===== src/rtl/spq_pkg.sv =====
package spq_pkg;

    localparam int QUEUE_DEPTH = 16;
    localparam int CNT_W       = $clog2(QUEUE_DEPTH + 1);
    localparam int DATA_W      = 32;
    localparam int IN_TDATA_W  = 64;
    localparam int OUT_TDATA_W = 104;
    localparam int OUT_USED_W  = 3 * DATA_W + CNT_W;

    typedef enum logic
    {
        CMD_ENQ = 1'b0,
        CMD_DEQ = 1'b1
    } cmd_t;

    typedef enum logic [1:0]
    {
        ST_OK    = 2'd0,
        ST_EMPTY = 2'd1,
        ST_FULL  = 2'd2
    } status_t;

    typedef struct packed
    {
        logic signed [DATA_W-1:0] item;
        logic signed [DATA_W-1:0] pri;
    } entry_t;

    typedef struct packed
    {
        logic enq;
        logic deq;
    } cell_ctrl_t;

endpackage


===== src/rtl/spq_cell.sv =====
module spq_cell
(
    input  logic                clk,
    input  spq_pkg::cell_ctrl_t ctrl,
    input  logic                front,
    input  logic                valid,
    input  logic                keep_left,
    input  spq_pkg::entry_t     new_entry,
    input  spq_pkg::entry_t     left_entry,
    input  spq_pkg::entry_t     right_entry,
    output spq_pkg::entry_t     entry,
    output logic                keep
);
    import spq_pkg::*;

    entry_t entry_reg;
    entry_t entry_next;
    logic   beats;
    logic   ties;

    // compare against the incoming priority
    assign beats = valid && (entry_reg.pri > new_entry.pri);
    assign ties  = valid && (entry_reg.pri >= new_entry.pri);
    // the front entry holds its place on equal priority
    assign keep  = front ? ties : beats;
    assign entry = entry_reg;

    always_comb
    begin
        entry_next = entry_reg;
        if (ctrl.enq)
        begin
            if (!keep)
            begin
                entry_next = keep_left ? new_entry : left_entry;
            end
        end
        else if (ctrl.deq)
        begin
            entry_next = right_entry;
        end
    end

    always_ff @(posedge clk)
    begin
        entry_reg <= entry_next;
    end

endmodule


===== src/rtl/sorted_priority_queue_top.sv =====
// channel | dir | tdata (low bit up)                               | tuser
// s_axis  | in  | item_value[31:0], item_priority[63:32]           | cmd
// m_axis  | out | removed_item, removed_priority, front_item,       | status
//         |     | entry_count[100:96], zero pad to 104 bits        |
// one transaction per cycle unless stalled: every cell compares and shifts in parallel
// the result is registered; a new transaction is taken while the result register
// is empty or being drained
// reset clears the entry count and the output valid flag
// a stalled result blocks further input until it is taken
module sorted_priority_queue_top
(
    input  logic                              clk,
    input  logic                              rst_n,
    input  logic                              s_axis_tvalid,
    output logic                              s_axis_tready,
    input  logic [spq_pkg::IN_TDATA_W-1:0]    s_axis_tdata,   // item_value, item_priority
    input  logic                              s_axis_tuser,   // cmd
    output logic                              m_axis_tvalid,
    input  logic                              m_axis_tready,
    output logic [spq_pkg::OUT_TDATA_W-1:0]   m_axis_tdata,   // removed_item, removed_priority,
                                                              // front_item, entry_count
    output logic [1:0]                        m_axis_tuser    // status
);
    import spq_pkg::*;

    logic                     in_acc;
    entry_t                   new_entry;
    cmd_t                     cmd;
    cell_ctrl_t               ctrl;
    logic                     is_full;
    logic                     queue_empty;

    entry_t                   cells       [QUEUE_DEPTH];
    logic   [QUEUE_DEPTH-1:0] keep;
    logic   [QUEUE_DEPTH-1:0] valid;

    logic   [CNT_W-1:0]       count_reg;
    logic   [CNT_W-1:0]       count_next;

    logic                     out_valid_reg;
    logic                     out_valid_next;
    status_t                  status_reg;
    status_t                  status_next;
    logic signed [DATA_W-1:0] rem_item_reg;
    logic signed [DATA_W-1:0] rem_item_next;
    logic signed [DATA_W-1:0] rem_pri_reg;
    logic signed [DATA_W-1:0] rem_pri_next;
    logic signed [DATA_W-1:0] front_reg;
    logic signed [DATA_W-1:0] front_next;

    assign s_axis_tready = !out_valid_reg || m_axis_tready;
    assign in_acc        = s_axis_tvalid && s_axis_tready;
    assign cmd           = cmd_t'(s_axis_tuser);
    assign new_entry.item = s_axis_tdata[DATA_W-1:0];
    assign new_entry.pri  = s_axis_tdata[2*DATA_W-1:DATA_W];

    assign is_full     = (count_reg == CNT_W'(QUEUE_DEPTH));
    assign queue_empty = (count_reg == '0);

    assign ctrl.enq = in_acc && (cmd == CMD_ENQ) && !is_full;
    assign ctrl.deq = in_acc && (cmd == CMD_DEQ) && !queue_empty;

    genvar i;
    generate
        for (i = 0; i < QUEUE_DEPTH; i++)
        begin : g_cell
            assign valid[i] = (count_reg > CNT_W'(i));
            if (i == 0)
            begin : g_front
                spq_cell u_cell
                (
                    .clk         (clk),
                    .ctrl        (ctrl),
                    .front       (1'b1),
                    .valid       (valid[i]),
                    .keep_left   (1'b1),
                    .new_entry   (new_entry),
                    .left_entry  (new_entry),
                    .right_entry (cells[(i + 1) % QUEUE_DEPTH]),
                    .entry       (cells[i]),
                    .keep        (keep[i])
                );
            end
            else
            begin : g_rest
                spq_cell u_cell
                (
                    .clk         (clk),
                    .ctrl        (ctrl),
                    .front       (1'b0),
                    .valid       (valid[i]),
                    .keep_left   (keep[i-1]),
                    .new_entry   (new_entry),
                    .left_entry  (cells[i-1]),
                    .right_entry (cells[(i + 1) % QUEUE_DEPTH]),
                    .entry       (cells[i]),
                    .keep        (keep[i])
                );
            end
        end
    endgenerate

    always_comb
    begin
        count_next     = count_reg;
        out_valid_next = out_valid_reg && !m_axis_tready;
        status_next    = status_reg;
        rem_item_next  = rem_item_reg;
        rem_pri_next   = rem_pri_reg;
        front_next     = front_reg;
        if (in_acc)
        begin
            out_valid_next = 1'b1;
            status_next    = ST_OK;
            rem_item_next  = '0;
            rem_pri_next   = '0;
            front_next     = queue_empty ? -32'sd1 : cells[0].item;
            if (cmd == CMD_ENQ)
            begin
                if (is_full)
                begin
                    status_next = ST_FULL;
                end
                else
                begin
                    count_next = count_reg + CNT_W'(1);
                    front_next = keep[0] ? cells[0].item : new_entry.item;
                end
            end
            else
            begin
                if (queue_empty)
                begin
                    status_next = ST_EMPTY;
                end
                else
                begin
                    count_next    = count_reg - CNT_W'(1);
                    rem_item_next = cells[0].item;
                    rem_pri_next  = cells[0].pri;
                    front_next    = valid[1] ? cells[1].item : -32'sd1;
                end
            end
        end
    end

    always_ff @(posedge clk or negedge rst_n)
    begin
        if (!rst_n)
        begin
            count_reg     <= '0;
            out_valid_reg <= 1'b0;
        end
        else
        begin
            count_reg     <= count_next;
            out_valid_reg <= out_valid_next;
        end
    end

    always_ff @(posedge clk)
    begin
        status_reg   <= status_next;
        rem_item_reg <= rem_item_next;
        rem_pri_reg  <= rem_pri_next;
        front_reg    <= front_next;
    end

    assign m_axis_tvalid = out_valid_reg;
    assign m_axis_tuser  = status_reg;
    assign m_axis_tdata  = {{(OUT_TDATA_W - OUT_USED_W){1'b0}}, count_reg, front_reg,
                            rem_pri_reg, rem_item_reg};

`ifndef SYNTHESIS
    a_count_bound : assert property (@(posedge clk) disable iff (!rst_n)
        count_reg <= CNT_W'(QUEUE_DEPTH))
        else $error("entry count above queue depth");

    a_enq_count : assert property (@(posedge clk) disable iff (!rst_n)
        ctrl.enq |=> count_reg == $past(count_reg) + CNT_W'(1))
        else $error("enqueue did not grow count");

    a_empty_front : assert property (@(posedge clk) disable iff (!rst_n)
        out_valid_reg && (count_reg == '0) |-> front_reg == -32'sd1)
        else $error("front item not -1 on empty queue");

    a_deq_front : assert property (@(posedge clk) disable iff (!rst_n)
        ctrl.deq |=> rem_pri_reg == $past(cells[0].pri))
        else $error("dequeue returned wrong priority");

    a_sorted_front : assert property (@(posedge clk) disable iff (!rst_n)
        valid[1] |-> cells[0].pri >= cells[1].pri)
        else $error("front entry out of order");
`endif

endmodule

===== config.mk =====
export PLATFORM = sky130hd
export DESIGN_NAME = sorted_priority_queue_top
export DESIGN_NICKNAME = d
export VERILOG_FILES = /design/src/rtl/spq_pkg.sv /design/src/rtl/spq_cell.sv /design/src/rtl/sorted_priority_queue_top.sv
export SDC_FILE = /design/constraint.sdc
export NUM_CORES = 2
export LEC_CHECK = 0
export BUFFER_PORTS_ARGS = -buffer_cell sky130_fd_sc_hd__buf_2
export CAP_MARGIN = 20
export CORE_UTILIZATION = 45
export DETAILED_ROUTE_END_ITERATION = 8
export GPL_TIMING_DRIVEN = 0
export SLEW_MARGIN = 20
export SYNTH_ARGS = -nofsm -noshare
export SYNTH_HDL_FRONTEND = slang
export SYNTH_SLANG_ARGS = --single-unit
export TNS_END_PERCENT = 50

===== constraint.sdc =====
create_clock -name clk -period 18.69 [get_ports clk]
set_clock_uncertainty 0.05 [all_clocks]
set_input_delay 1.869 -clock clk [delete_from_list [all_inputs] [get_ports clk]]
set_output_delay 1.869 -clock clk [all_outputs]
set_load 0.03 [all_outputs]

### After elaboration in Yosys (flattened, before gate mapping)

Cells that the tools add are included.

| cells by class | value |
|---|---|
| add/subtract/negate cells | 2 |
| magnitude comparators | 32 |
| equality and inequality tests | 19 |
| multiplexer cells | 76 |
| bitwise gates (word level) | 1 |
| reductions and logical operators | 47 |

Operators by type and width:

| kind | count |
|---|---|
| $mux 64 | 63 |
| $gt 32x32->1 | 15 |
| $mux 32 | 6 |
| $gt 5x4->1 const B | 8 |
| $ne 2x2->1 const B | 18 |
| $ge 32x32->1 | 1 |
| $reduce_and 2->1 | 16 |
| $logic_and 1x1->1 | 22 |
| $gt 5x3->1 const B | 4 |
| $mux 5 | 3 |
| $gt 5x1->1 const B | 2 |
| $gt 5x2->1 const B | 2 |
| $add 5x1->5 const B | 1 |
| $eq 5x5->1 const B | 1 |
| $logic_not 5->1 | 1 |
| $sub 5x1->5 const B | 1 |
| $logic_not 1->1 | 4 |
| $mux 2 | 2 |
| $reduce_and 3->1 | 1 |
| $mux 1 | 2 |
| $reduce_bool 2->1 | 1 |
| $reduce_or 2->1 | 1 |
| $logic_or 1x1->1 | 1 |
| $not 1->1 | 1 |

| word-level totals | value |
|---|---|
| bits in registers | 1,128 |
| input bits | 69 |
| word-level logic and storage cells | 215 |

### Depth between registers and ports, before layout

| logic depth | value |
|---|---|
| depth in word-level cells | 7 |
| depth in mapped cells | 14 |
| gate-level depth less buffers | 10 |

### Cells and area by module

A second synthesis with hierarchy kept.

| unflattened totals | value |
|---|---|
| cells, all modules | 6,823 |
| area total of the unflattened synthesis | 70,702.8 sq um |

By module, submodules not included:

| module | instances | cells each | area an instance (sq um) |
|---|---|---|---|
| spq_cell at g_cell[0].g_front.u_cell ... | 13 | 406 | 4,121.5 |
| spq_cell at g_cell[7].g_rest.u_cell ... | 3 | 400 | 4,110.2 |
| sorted_priority_queue_top | 1 | 345 | 4,793.3 |

### Worst setup path before layout

Ideal clock, no wire load.

| path | value |
|---|---|
| path kind | input port to flip-flop |
| start point | input s_axis_tdata[63] (netlist bit) |
| end point | register g_cell[12].g_rest.u_cell.entry_reg, in the netlist g_cell[12].g_rest.u_cell.entry[0] (enable) |
| library setup time | 0.574 ns |
| arrival | 8.683 ns |
| data required time | 18.066 ns |
| path slack | 9.382 ns |
| stages | 12 |
| cell sequence | clkbuf_1 inv_1 ha_1 nand4_1 nor3_1 a221o_1 o21ai_0 o311ai_1 and2_1 buf_2 buf_2 o21ai_0 |

| on the way | value |
|---|---|
| longest elaborated chain between the ends | 4 |

Ends and longest elaborated chain:

| what | RTL line | RTL |
|---|---|---|
| start: declaration | sorted_priority_queue_top.sv:16 | `input logic [spq_pkg::IN_TDATA_W-1:0] s_axis_tdata,` |
| $gt 32x32->1 | spq_cell.sv:22 | `assign beats = valid && (entry_reg.pri > new_entry.pri);` |
| $logic_and 1x1->1 | spq_cell.sv:22 |  |
| $ne 2x2->1 (no line) | -- |  |
| $reduce_and 2->1 (no line) | -- |  |
| end signal: assignment | spq_cell.sv:46 | `entry_reg <= entry_next;` |
| end: declaration | spq_cell.sv:16 | `entry_t entry_reg;` |

No other way between the ends.
A chain may end at the register's enable or synchronous reset.

### Worst setup path in the final report

| path | value |
|---|---|
| start point | input s_axis_tdata[62] (netlist bit) |
| end point | register g_cell[3].g_rest.u_cell.entry_reg, in the netlist g_cell[3].g_rest.u_cell.entry[32] (enable) |

| on the way | value |
|---|---|
| longest elaborated chain between the ends | 4 |

Ends and longest elaborated chain:

| what | RTL line |
|---|---|
| $gt 32x32->1 | spq_cell.sv:22 |
| $logic_and 1x1->1 | spq_cell.sv:22 |
| $ne 2x2->1 (no line) | -- |
| $reduce_and 2->1 (no line) | -- |
| end signal: assignment | spq_cell.sv:46 |
| end: declaration | spq_cell.sv:16 |

No other way between the ends.

==> run summary <==
Top cells by count, synth - nand2_1, edfxtp_1, mux2i_1
Share of the synthesized area in the top cell type - 0.501
PD cells - 136 nW/µm²
Via count - 55400
WS Path Type - in -> reg
Remaining antenna violation count after routing - 0
TritonCTS clock tree - done
Fmax - 127 MHz
Resize count post-CTS - 0
Max reg flops - 960
H-tree depth - 4
Syn Inst Count - 6348
Dpl ws - 10.16 ns
Placeable Area - 148000 µm²
Gpl congestion - 0.972
Area of the multi-input gates - 31300 µm²
Clk slew on worst S/H paths - 0.06 ns
Nets - 7293
Synth Area in XOR/XNOR - 0.000652
Post-synth EDFFs - 1122
Vias in the first global route - 54100
Post-synthesis mux area share - 0.125
Yosys top cell by area - edfxtp_1
Antenna violations before repair - 28
Worst-margin pin slew - 1.26 ns
Final setup violation count - 0
Critical path peak fanout - 34
Compound-cell area share of the yosys netlist - 0.135
Number of placed I/O pins - 177
Clock sinks - 1128
Worst-Skew Late Latency - 0.81 ns
Required @ worst endpoint - 19.10 ns
TNS Setup - 0 ns
Initial Util - 0.454
Sequential Area - 33800 µm²
Layout area overhead - 13.5%
Die W - 388 µm
Total iterations of the first detailed-routing run - 6
Final hold vios - 0
Worst setup EP type - flop
Routed WL - 273000 µm
Final core occ - 0.515
Die height - 388 µm
Worst Path Arrival - 8.32 ns
Yosys cell types - 70
Cts-stage hold buffer count - 0
Mean Syn Cell Area - 10.6 µm²
Synth Area in Simple Gates - 0.106
Vias per Instance - 6.32
GRT Total Usage - 0.354
Max Buffers Root-to-Sink - 3
CP startpoint kind - input pin
Cell area after layout - 76300 µm²
Pin count of the biggest net entering global routing - 53
# port buffers - 173
Worst min-delay path class - reg -> reg
First-pass GRT wire length - 384000 µm
Max_cap viols - 0
Drc violations - 0
Ys async rst share - 0.00532
Final slew viol count - 0
Hpwl dp - 205000 µm
Postcts setup bufs - 0
Yosys warning count - 0
Seq/Total Area, Yosys - 0.504
Lkg Pwr - 31.0 nW
Synthesized area - 67200 µm²
Initial DRC count - 6629
TritonCTS Buffers - 132
Post-route minimum period - 7.91 ns
FF+latch count, synth - 1128
GRT Residual Overflow - 0
Leading register cell type out of synthesis - edfxtp_1
Peak VDD IR - 0.0879 mV
CTS root buffer - clkbuf_16
Die ar. - 151000 µm²
Status - finished clean
Avg WL per Cell - 31.1 µm
Hold WS - 0.482 ns
Largest family of logic cells by synthesized area - compound AO/OA/AOI/OAI gates
Synth Area in Adders - 0.0963
Most common cell in the netlist - nand2_1
# fillers - 13400
FP Rows - 141
Slew headroom - 0.147
Final worst-path setup slack - 10.78 ns
Layout cell share with drive strength beyond 1 - 0.0808
Tcrit/Tclk final - 0.423
Leading post-synthesis cells by cell area - edfxtp_1, mux2i_1, ha_1, nand2_1, o21ai_0
Placed Area - 72000 µm²
RSZ-0062 raised after global routing - false
[worst max-delay path: stages]
cell      delay [ns]
buf_2           0.25
clkbuf_1        0.68
inv_1           0.73
ha_1            0.63
nand3_1         0.10
nor3_1          0.60
nand3_1         0.36
nor4_1          0.55
a221oi_1        0.10
o21ai_1         0.14
buf_2           0.58
buf_2           0.54
nand2_1         0.18
nand2_4         0.56
buf_16          0.32
[layout by cell type (no fill, tap or decap), types with 72 or more instances in the layout]
cell       count
nand2_1     1129
clkbuf_16    134
clkbuf_1     344
buf_2        235
inv_1         72
mux2i_1      802
nor2_1       183
nand4_1       81
o21ai_1      470
nand3_1       86
ha_1         517
a21oi_1      412
edfxtp_1    1122
o21ai_0      506
[metrics by stage]
step / power (mW) / cells
floorplan: 6.16 / 6350
global placement: 7.53 / 8453
detailed placement: 7.65 / 8503
CTS: 10.2 / 8741
global route: 10.7 / 8747
finish: 10.4 / 8758
[routing by layer]
layer	track usage	share of wire	wire length, µm	up-vias
li1	-	-	-	24300
met1	0.458	0.40	108000	27300
met2	0.538	0.44	119000	3124
met3	0.0934	0.11	28800	644
met4	0.195	0.058	15900	18
met5	0.00542	0.00079	214	-
[final cells by class]
type                    instances  area share
diodes                         17    0.000558
flip-flops and latches       1128       0.444
multi-input cells            4703       0.411
clock inverters                62     0.00835
repair buffers                223      0.0286
inverters                      73     0.00366
well taps                    1930      0.0317
plain buffers                 446      0.0259
clock buffers                 176      0.0467
[worst paths after layout]
kind / start / to / slack, ns / cells after the start
worst max-delay path: s_axis_tdata[62] / g_cell[3].g_rest.u_cell.entry[32] / 10.78 / 15
worst min-delay path: g_cell[15].g_rest.u_cell.entry[39] / g_cell[14].g_rest.u_cell.entry[39] / 0.48 / 2
max in group asynchronous: rst_n / count_reg[3] / 17.47 / 1
worst max register to register: g_cell[12].g_rest.u_cell.entry[1] / g_cell[12].g_rest.u_cell.entry[38] / 13.17 / 12
worst min register to register: g_cell[15].g_rest.u_cell.entry[39] / g_cell[14].g_rest.u_cell.entry[39] / 0.48 / 2
min in group asynchronous: rst_n / count_reg[0] / 0.88 / 1
[logic make-up after synthesis]
| family | count (synthesis) |
|---|---|
| AND/OR/NAND/NOR | 1683 |
| AO/OA/AOI/OAI | 1660 |
| flip-flops | 1128 |
| multiplexers | 835 |
| buffers and inverters | 519 |
| adder cells (fa/ha/maj) | 517 |
| XOR/XNOR | 5 |
| other | 1 |
[where the power goes]
part / total (mW) / leakage [nW] / internal [mW] / switching [mW]
logic: 3.93 / 18.3 / 1.38 / 2.55
clock network: 2.62 / 2.03 / 1.46 / 1.16
registers: 3.81 / 10.7 / 3.44 / 0.362
total: 10.4 / 31.0 / 6.28 / 4.07
No activity file was read; power rests on OpenSTA's default activity.
